===== src/sv/rsm_pkg.sv =====
// shared constants, marker table and compare function for the save marker scanner
`timescale 1ns / 1ps
`default_nettype none

package rsm_pkg;

    localparam int HIST_DEPTH   = 9;
    localparam int WIN_LEN      = HIST_DEPTH + 1;
    localparam int MARKER_COUNT = 5;

    typedef logic [7:0] byte_t;
    typedef logic [MARKER_COUNT-1:0] hit_t;

    typedef enum logic [2:0] {
        KIND_NONE     = 3'd0,
        KIND_FLASH64  = 3'd1,
        KIND_FLASH128 = 3'd2,
        KIND_SRAM     = 3'd3,
        KIND_EEPROM   = 3'd4
    } save_kind_t;

    // marker text right-aligned to the window, last char at the newest byte
    localparam byte_t MARKER_TEXT [MARKER_COUNT][WIN_LEN] = '{
        '{"F", "L", "A", "S", "H", "5", "1", "2", "_", "V"},
        '{8'h00, "F", "L", "A", "S", "H", "1", "M", "_", "V"},
        '{8'h00, 8'h00, 8'h00, "F", "L", "A", "S", "H", "_", "V"},
        '{8'h00, 8'h00, 8'h00, 8'h00, "S", "R", "A", "M", "_", "V"},
        '{8'h00, 8'h00, "E", "E", "P", "R", "O", "M", "_", "V"}
    };

    localparam int MARKER_LEN [MARKER_COUNT] = '{10, 9, 7, 6, 8};

    localparam save_kind_t MARKER_KIND [MARKER_COUNT] = '{
        KIND_FLASH64, KIND_FLASH128, KIND_FLASH64, KIND_SRAM, KIND_EEPROM
    };

    // per marker: byte at window position pos is fine for that marker
    function automatic hit_t byte_hits(input byte_t b, input int pos);
        hit_t h;
        h = '0;
        for (int k = 0; k < MARKER_COUNT; k++)
        begin
            if (pos < WIN_LEN - MARKER_LEN[k])
                h[k] = 1'b1;
            else
                h[k] = (b == MARKER_TEXT[k][pos]);
        end
        return h;
    endfunction

endpackage

`default_nettype wire


===== src/sv/rsm_in_if.sv =====
// image byte stream channel
`timescale 1ns / 1ps
`default_nettype none

interface rsm_in_if;
    logic       valid;
    logic       ready;
    logic [7:0] image_byte;
    logic       final_byte;

    modport source (output valid, output image_byte, output final_byte, input ready);
    modport sink (input valid, input image_byte, input final_byte, output ready);
endinterface

`default_nettype wire


===== src/sv/rsm_out_if.sv =====
// save kind result channel
`timescale 1ns / 1ps
`default_nettype none

interface rsm_out_if;
    logic       valid;
    logic       ready;
    logic [2:0] save_kind;

    modport source (output valid, output save_kind, input ready);
    modport sink (input valid, input save_kind, output ready);
endinterface

`default_nettype wire


===== src/sv/rsm_cell.sv =====
// one history cell: holds a byte, shifts it to its neighbor, compares it to the markers
`timescale 1ns / 1ps
`default_nettype none

module rsm_cell
    import rsm_pkg::*;
#(
    parameter int POS = 0
)
(
    input  wire        clk,
    input  wire        rst_n,
    input  wire        shift,
    input  wire        clear,
    input  wire byte_t byte_in,
    output byte_t      byte_out,
    output hit_t       hit
);

    byte_t byte_reg;
    byte_t byte_next;

    always_comb
    begin
        byte_next = byte_reg;
        if (clear)
            byte_next = '0;
        else if (shift)
            byte_next = byte_in;
    end

    always_ff @(posedge clk or negedge rst_n)
    begin
        if (!rst_n)
            byte_reg <= '0;
        else
            byte_reg <= byte_next;
    end

    assign byte_out = byte_reg;
    assign hit      = byte_hits(byte_reg, POS);

endmodule

`default_nettype wire


===== src/sv/rom_save_marker_scanner.sv =====
// top level: cell chain over the last nine bytes, sticky marker flags, result register
// latency: save kind is valid the cycle after the final byte beat
// throughput: one image byte per cycle; input stalls only while a result waits unread
// compare: nine history cells plus the incoming byte checked against all markers at once
// reset: rst_n clears history, flags and result valid asynchronously, not kind_reg
// a final byte beat also returns history and flags to their reset values
`timescale 1ns / 1ps
`default_nettype none

module rom_save_marker_scanner
    import rsm_pkg::*;
(
    input  wire         clk,
    input  wire         rst_n,
    rsm_in_if.sink      img,
    rsm_out_if.source   result
);

    byte_t hist [HIST_DEPTH];
    hit_t  cell_hit [HIST_DEPTH];
    hit_t  cur_hit;
    hit_t  match_now;
    hit_t  seen_reg;
    hit_t  seen_next;
    hit_t  seen_all;
    logic  out_valid_reg;
    logic  out_valid_next;
    save_kind_t kind_reg;
    save_kind_t kind_next;
    save_kind_t kind_pick;
    logic  take;
    logic  done;

    assign img.ready = !out_valid_reg || result.ready;
    assign take      = img.valid && img.ready;
    assign done      = take && img.final_byte;

    for (genvar i = 0; i < HIST_DEPTH; i++)
    begin : g_cell
        byte_t feed;
        if (i == HIST_DEPTH - 1)
        begin : g_head
            assign feed = img.image_byte;
        end
        else
        begin : g_body
            assign feed = hist[i+1];
        end

        rsm_cell #(
            .POS (i)
        ) u_cell (
            .clk      (clk),
            .rst_n    (rst_n),
            .shift    (take),
            .clear    (done),
            .byte_in  (feed),
            .byte_out (hist[i]),
            .hit      (cell_hit[i])
        );
    end

    assign cur_hit = byte_hits(img.image_byte, WIN_LEN - 1);

    always_comb
    begin
        match_now = cur_hit;
        for (int i = 0; i < HIST_DEPTH; i++)
            match_now = match_now & cell_hit[i];
    end

    assign seen_all = seen_reg | match_now;

    // marker order sets priority
    always_comb
    begin
        kind_pick = KIND_NONE;
        for (int k = MARKER_COUNT - 1; k >= 0; k--)
        begin
            if (seen_all[k])
                kind_pick = MARKER_KIND[k];
        end
    end

    always_comb
    begin
        seen_next      = seen_reg;
        out_valid_next = out_valid_reg;
        kind_next      = kind_reg;
        if (result.ready)
            out_valid_next = 1'b0;
        if (done)
        begin
            seen_next      = '0;
            out_valid_next = 1'b1;
            kind_next      = kind_pick;
        end
        else if (take)
        begin
            seen_next = seen_all;
        end
    end

    always_ff @(posedge clk or negedge rst_n)
    begin
        if (!rst_n)
        begin
            seen_reg      <= '0;
            out_valid_reg <= 1'b0;
        end
        else
        begin
            seen_reg      <= seen_next;
            out_valid_reg <= out_valid_next;
        end
    end

    always_ff @(posedge clk)
    begin
        kind_reg <= kind_next;
    end

    assign result.valid     = out_valid_reg;
    assign result.save_kind = kind_reg;

    a_result_follows_final: assert property (@(posedge clk) disable iff (!rst_n)
        done |=> result.valid)
        else $error("no result after final byte beat");

    a_flags_cleared: assert property (@(posedge clk) disable iff (!rst_n)
        done |=> seen_reg == '0)
        else $error("marker flags not cleared after final byte");

    a_history_cleared: assert property (@(posedge clk) disable iff (!rst_n)
        done |=> hist[HIST_DEPTH-1] == '0 && hist[0] == '0)
        else $error("history not cleared after final byte");

    a_kind_range: assert property (@(posedge clk) disable iff (!rst_n)
        result.valid |-> result.save_kind <= KIND_EEPROM)
        else $error("save kind out of range");

endmodule

`default_nettype wire


===== src/flat_wrapper.sv =====
// flat-port wrapper written by rule: the top's interface ports become plain ports
module rom_save_marker_scanner_flat import rsm_pkg::*;
  (clk, rst_n, img_valid, img_image_byte, img_final_byte, img_ready, result_valid, result_save_kind, result_ready);
  rsm_in_if img_i ();
  rsm_out_if result_i ();
  input  wire clk;
  input  wire rst_n;
  input wire logic [$bits(img_i.valid)-1:0] img_valid;
  input wire logic [$bits(img_i.image_byte)-1:0] img_image_byte;
  input wire logic [$bits(img_i.final_byte)-1:0] img_final_byte;
  output wire logic [$bits(img_i.ready)-1:0] img_ready;
  output wire logic [$bits(result_i.valid)-1:0] result_valid;
  output wire logic [$bits(result_i.save_kind)-1:0] result_save_kind;
  input wire logic [$bits(result_i.ready)-1:0] result_ready;
  assign img_i.valid = img_valid;
  assign img_i.image_byte = img_image_byte;
  assign img_i.final_byte = img_final_byte;
  assign img_ready = img_i.ready;
  assign result_valid = result_i.valid;
  assign result_save_kind = result_i.save_kind;
  assign result_i.ready = result_ready;
  rom_save_marker_scanner u_core (.clk(clk), .rst_n(rst_n), .img(img_i), .result(result_i));
endmodule

===== config.mk =====
export PLATFORM = sky130hd
export DESIGN_NAME = rom_save_marker_scanner_flat
export DESIGN_NICKNAME = d
export VERILOG_FILES = /design/src/sv/rsm_pkg.sv /design/src/sv/rsm_in_if.sv /design/src/sv/rsm_out_if.sv /design/src/sv/rsm_cell.sv /design/src/sv/rom_save_marker_scanner.sv /design/src/flat_wrapper.sv
export SDC_FILE = /design/constraint.sdc
export NUM_CORES = 1
export LEC_CHECK = 0
export BUFFER_PORTS_ARGS = -buffer_cell sky130_fd_sc_hd__buf_2
export CORE_UTILIZATION = 50
export CTS_CLUSTER_SIZE = 12
export DETAILED_ROUTE_END_ITERATION = 8
export GPL_TIMING_DRIVEN = 0
export HOLD_SLACK_MARGIN = 0.12
export PLACE_DENSITY = 0.68
export SYNTH_ARGS = -nofsm -noshare
export SYNTH_HDL_FRONTEND = slang
export SYNTH_HIERARCHICAL = 1
export SYNTH_SLANG_ARGS = --single-unit

===== constraint.sdc =====
create_clock -name clk -period 3.4 [get_ports clk]
set_input_delay 0.34 -clock clk [delete_from_list [all_inputs] [get_ports clk]]
set_output_delay 0.34 -clock clk [all_outputs]
set_load 0.02 [all_outputs]

Word-level counts from Yosys, hierarchy flattened
Index checks and enable logic that the tools add are counted.

storage, ports and cells
  input bits = 13
  output and inout bits = 5
  register bits after elaboration = 81

cells by class
  eq/ne operators = 27
  mux-type cells = 26
  bitwise logic cells = 10
  reduce and logical (&&, ||, !) cells = 7

operators by type and width
  kind                  count
  $eq A8 B7 Y1 const B  24
  $mux W8               18
  $and A5 B5 Y5         9
  $eq A8 B6 Y1 const B  3
  $mux W5               2
  $mux W2               3
  $or A5 B5 Y5          1
  $reduce_bool A2 Y1    2
  $reduce_or A4 Y1      1
  $mux W3               1
  $logic_and A1 B1 Y1   2
  $mux W1               2
  $logic_not A1 Y1      1
  $logic_or A1 B1 Y1    1

Longest topological paths before layout
  depth in word-level cells = 15
  depth in mapped cells = 8
  mapped depth without buffers = 7

Cells and area by module
Netlist, hierarchy kept.

modules (own cells, without submodules)
  module                                  instances  cells an instance  area an instance (µm²)
  rsm_cell (u_core.g_cell[4].u_cell ...)  2          37                 402.9
  rom_save_marker_scanner                 1          61                 558.0
  rsm_cell (u_core.g_cell[3].u_cell)      1          37                 406.6
  rsm_cell (u_core.g_cell[5].u_cell)      1          37                 404.1
  rsm_cell (u_core.g_cell[7].u_cell)      1          35                 394.1
  rsm_cell (u_core.g_cell[1].u_cell)      1          35                 391.6
  rsm_cell (u_core.g_cell[2].u_cell)      1          36                 386.6
  rsm_cell (u_core.g_cell[0].u_cell)      1          34                 379.1
  rsm_cell (u_core.g_cell[8].u_cell)      1          33                 376.6

Least setup slack after synthesis
Ideal clock, no wire load.

  path kind = reg-to-reg
  start point = register u_core.g_cell[6].u_cell.byte_reg[1]
  end point = register u_core.kind_reg[0] (netlist: u_core/result.save_kind[0]) (data pin)
  arrival = 1.869 ns
  stages on the path, launching flop included = 8
  setup slack = 1.276 ns
  path through = dfrtp_1 or4b_4 nor4b_2 buf_4 nand4_1 nor3_1 a21oi_1 a21bo_2

RTL lines
  what                      RTL line                        source
  start: declaration        rsm_cell.sv:20                  byte_t byte_reg;
  start signal: assignment  rsm_cell.sv:37                  byte_reg <= byte_next;
  end signal: assignment    rom_save_marker_scanner.sv:120  kind_reg <= kind_next;
  end: declaration          rom_save_marker_scanner.sv:28   save_kind_t kind_reg;

==> flow_metrics.tcl <==
set metrics [dict create \
    final_nets 431 \
    antenna_found_initial 0 \
    cts_tree "done" \
    clk_pin_slew_worst_paths_ns 0.09 \
    start_util_pct 52.3 \
    async_reset_ff_share_pct 96.3 \
    finalSetupViolations 0 \
    clockBufferDepth 2 \
    cp.arrival_ns 2.50 \
    grt_pass1_wl_mm 13.4 \
    postCtsSetupBuffers 0 \
    die_width_microns 92.6 \
    place_ws_ns 1.04 \
    wl_mm 8.03 \
    grt_max_degree 44 \
    maxCapViolations 0 \
    fin_skew_ns 0.00994 \
    cts_made_buffers 9 \
    ctsResizeCount 0 \
    yosysWarnings 6 \
    max_stage_delay_ns 0.55 \
    gp_congestion 0.749 \
    setup_ws_ns 1.03 \
    hold_viol_final 0 \
    clock-sinks 81 \
    synth.top_cell.area_share_pct 47.6 \
    io_pins 18 \
    largest_register_ffs 72 \
    cts-root-buf "clkbuf_8" \
    p_leak_nw 2.19 \
    fin_crit_ns 2.37 \
    final_util_pct 58.6 \
    max_freq_ghz 0.422 \
    portBuffers 17 \
    fin_crit_sh_pct 69.7 \
    grt_pass1_vias 2794 \
    dr.pass1.iters 4 \
    drc 0 \
    crit_path_start_kind "flip-flop" \
    dp_hpwl_mm 5.66 \
    crit_buf_inv 1 \
    synthCells 382 \
    path_max_fanout 5 \
    core_sq_mm 0.00785 \
    synth_flop_cell "dfrtp_1" \
    routed_via_density 5.33 \
    seq_area_frac_synth_pct 49.8 \
    area_delta_synth_final_pct 12.1 \
    diodes 0 \
    die_area_sq_mm 0.00857 \
    clk_latency_ns 0.36 \
    slew_headroom_pct 48.6 \
    slew_violations 0 \
    cp_slowest_cell "or4b_4" \
    yosys.area.top_type "dfrtp_1" \
    vias 2799 \
    ys_types 40 \
    end_kind "flip-flop" \
    htree_levels 3 \
    fin_setup_tns_ns 0 \
    vdd_ir_drop_max_mv 0.357 \
    synth_edf_count 3 \
    synthTopCellsByCount "86 x nor2_1, 78 x dfrtp_1, 72 x mux2i_1" \
    yosysMostFrequentCell "nor2_1" \
    die_h_microns 92.6 \
    power.density_mw_per_mm2 476 \
    synth_area_sq_mm 0.00410 \
    rsz0062_at_grt "no" \
    final_antenna_net_count 0 \
    ys_ff_latch 81 \
    status "finished clean" \
    std_cell_rows 32 \
    routedWlPerCell_microns 15.3 \
    critical-path-top-delay-family "simple AND/OR/NAND/NOR gates" \
    synthTopCellsByArea "dfrtp_1 48%, mux2i_1 18%, nor2_1 7.9%" \
    worstMarginPinSlew_ns 0.771 \
    grt-ovfl-total 0 \
    drt_iter0_markers 108 \
    worstHoldPathType "in -> reg" \
    cp_cell_sequence "or4b_4 -> nor4b_2 -> buf_4 -> nand4_1 -> nor3_1 -> a21oi_1 -> a21bo_2" \
    drive_above_1_share_pct 18.4 \
    path_class "reg -> reg" \
    avgSynthCellArea_sq_um 10.7 \
    track_usage_pct 20.5 \
    postCtsHoldBufs 1 \
    required_ns 3.53 \
]
[per-layer routing]
layer | part of all wire (%) | up-vias | track usage (%)
li1 | - | 1388 | -
met1 | 48 | 1370 | 26.4
met2 | 48 | 32 | 34.0
met3 | 1.9 | 9 | 3.69
met4 | 1.7 | 0 | 8.85
met5 | 0 | - | 0
[kinds of logic (layout without fill, tap and decap cells)]
group	count (synthesis)	in the layout	share of synthesized area, %
and+or+nand+nor	177	177	25.1
other	4	10	0.366
buffers and inverters	40	75	5.95
muxes	72	72	17.6
DFF	81	81	49.8
AOI/OAI and AO/OA	8	8	1.25
[area by class of cell]
class | instances | area [sq um]
flip-flops and latches | 81 | 2040
plain buffers | 38 | 236
inverters | 2 | 7.51
clock buffers | 9 | 124
repair buffers | 19 | 118
clock inverters | 7 | 106
fillers | 684 | 3250
well taps | 102 | 128
multi-input cells | 267 | 1840
[per-stage QoR]
step                std cells  area [sq um]  hold slack, ns  total power (W)
floorplan                 388          4130          0.0444          0.00131
global placement          507          4340           0.500          0.00139
detailed placement        508          4360           0.338          0.00140
CTS                       525          4600           0.181          0.00222
global route              525          4600           0.213          0.00230
finish                    525          4600           0.204          0.00219
[placed cells by master, fill, tap and decap left out, types with 2 or more instances in the layout]
| cell | count |
|---|---|
| a21oi_1 | 5 |
| and4b_1 | 3 |
| and4b_2 | 2 |
| buf_1 | 9 |
| buf_2 | 22 |
| buf_4 | 22 |
| bufinv_16 | 2 |
| clkbuf_8 | 9 |
| conb_1 | 10 |
| dfrtp_1 | 78 |
| edfxtp_1 | 3 |
| inv_1 | 2 |
| inv_6 | 3 |
| mux2i_1 | 72 |
| nand2_1 | 13 |
| nand2b_1 | 7 |
| nand3_1 | 5 |
| nand4_1 | 6 |
| nand4b_1 | 4 |
| nand4bb_1 | 2 |
| nand4bb_4 | 2 |
| nor2_1 | 86 |
| nor3_1 | 12 |
| nor4_1 | 9 |
| nor4_2 | 3 |
| nor4b_1 | 2 |
| nor4bb_1 | 4 |
| or3b_1 | 2 |
| or4b_1 | 5 |
| or4b_4 | 2 |
[worst reg2reg max path, cell delays in order, from the launching register on]
cell and delay, ns:
dfrtp_1 0.44, or4b_4 0.55, nor4b_2 0.36, buf_4 0.17, nand4_1 0.10, nor3_1 0.18, a21oi_1 0.15, a21bo_2 0.21
[final timing paths]
check                      slack (ns)                             endpoint  depth (start not counted)                           startpoint
max reg2reg                      1.03           u_core/result.save_kind[0]                          7  u_core/g_cell[6].u_cell/byte_out[3]
min in group asynchronous        0.47  u_core/g_cell[2].u_cell/byte_out[2]                          2                                rst_n
min                              0.20                  u_core/result.valid                          3                            img_valid
max                              1.03           u_core/result.save_kind[0]                          7  u_core/g_cell[6].u_cell/byte_out[3]
min reg2reg                      0.52  u_core/g_cell[0].u_cell/byte_out[7]                          2  u_core/g_cell[0].u_cell/byte_out[7]
max in group asynchronous        2.33  u_core/g_cell[7].u_cell/byte_out[3]                          3                                rst_n
[power breakdown]
group | internal, W | switching [W]
clock | 0.000427 | 0.000378
sequential | 0.00104 | 0.0000869
combinational | 0.000121 | 0.000137
Note: power is estimated with default switching activity, not from simulation.
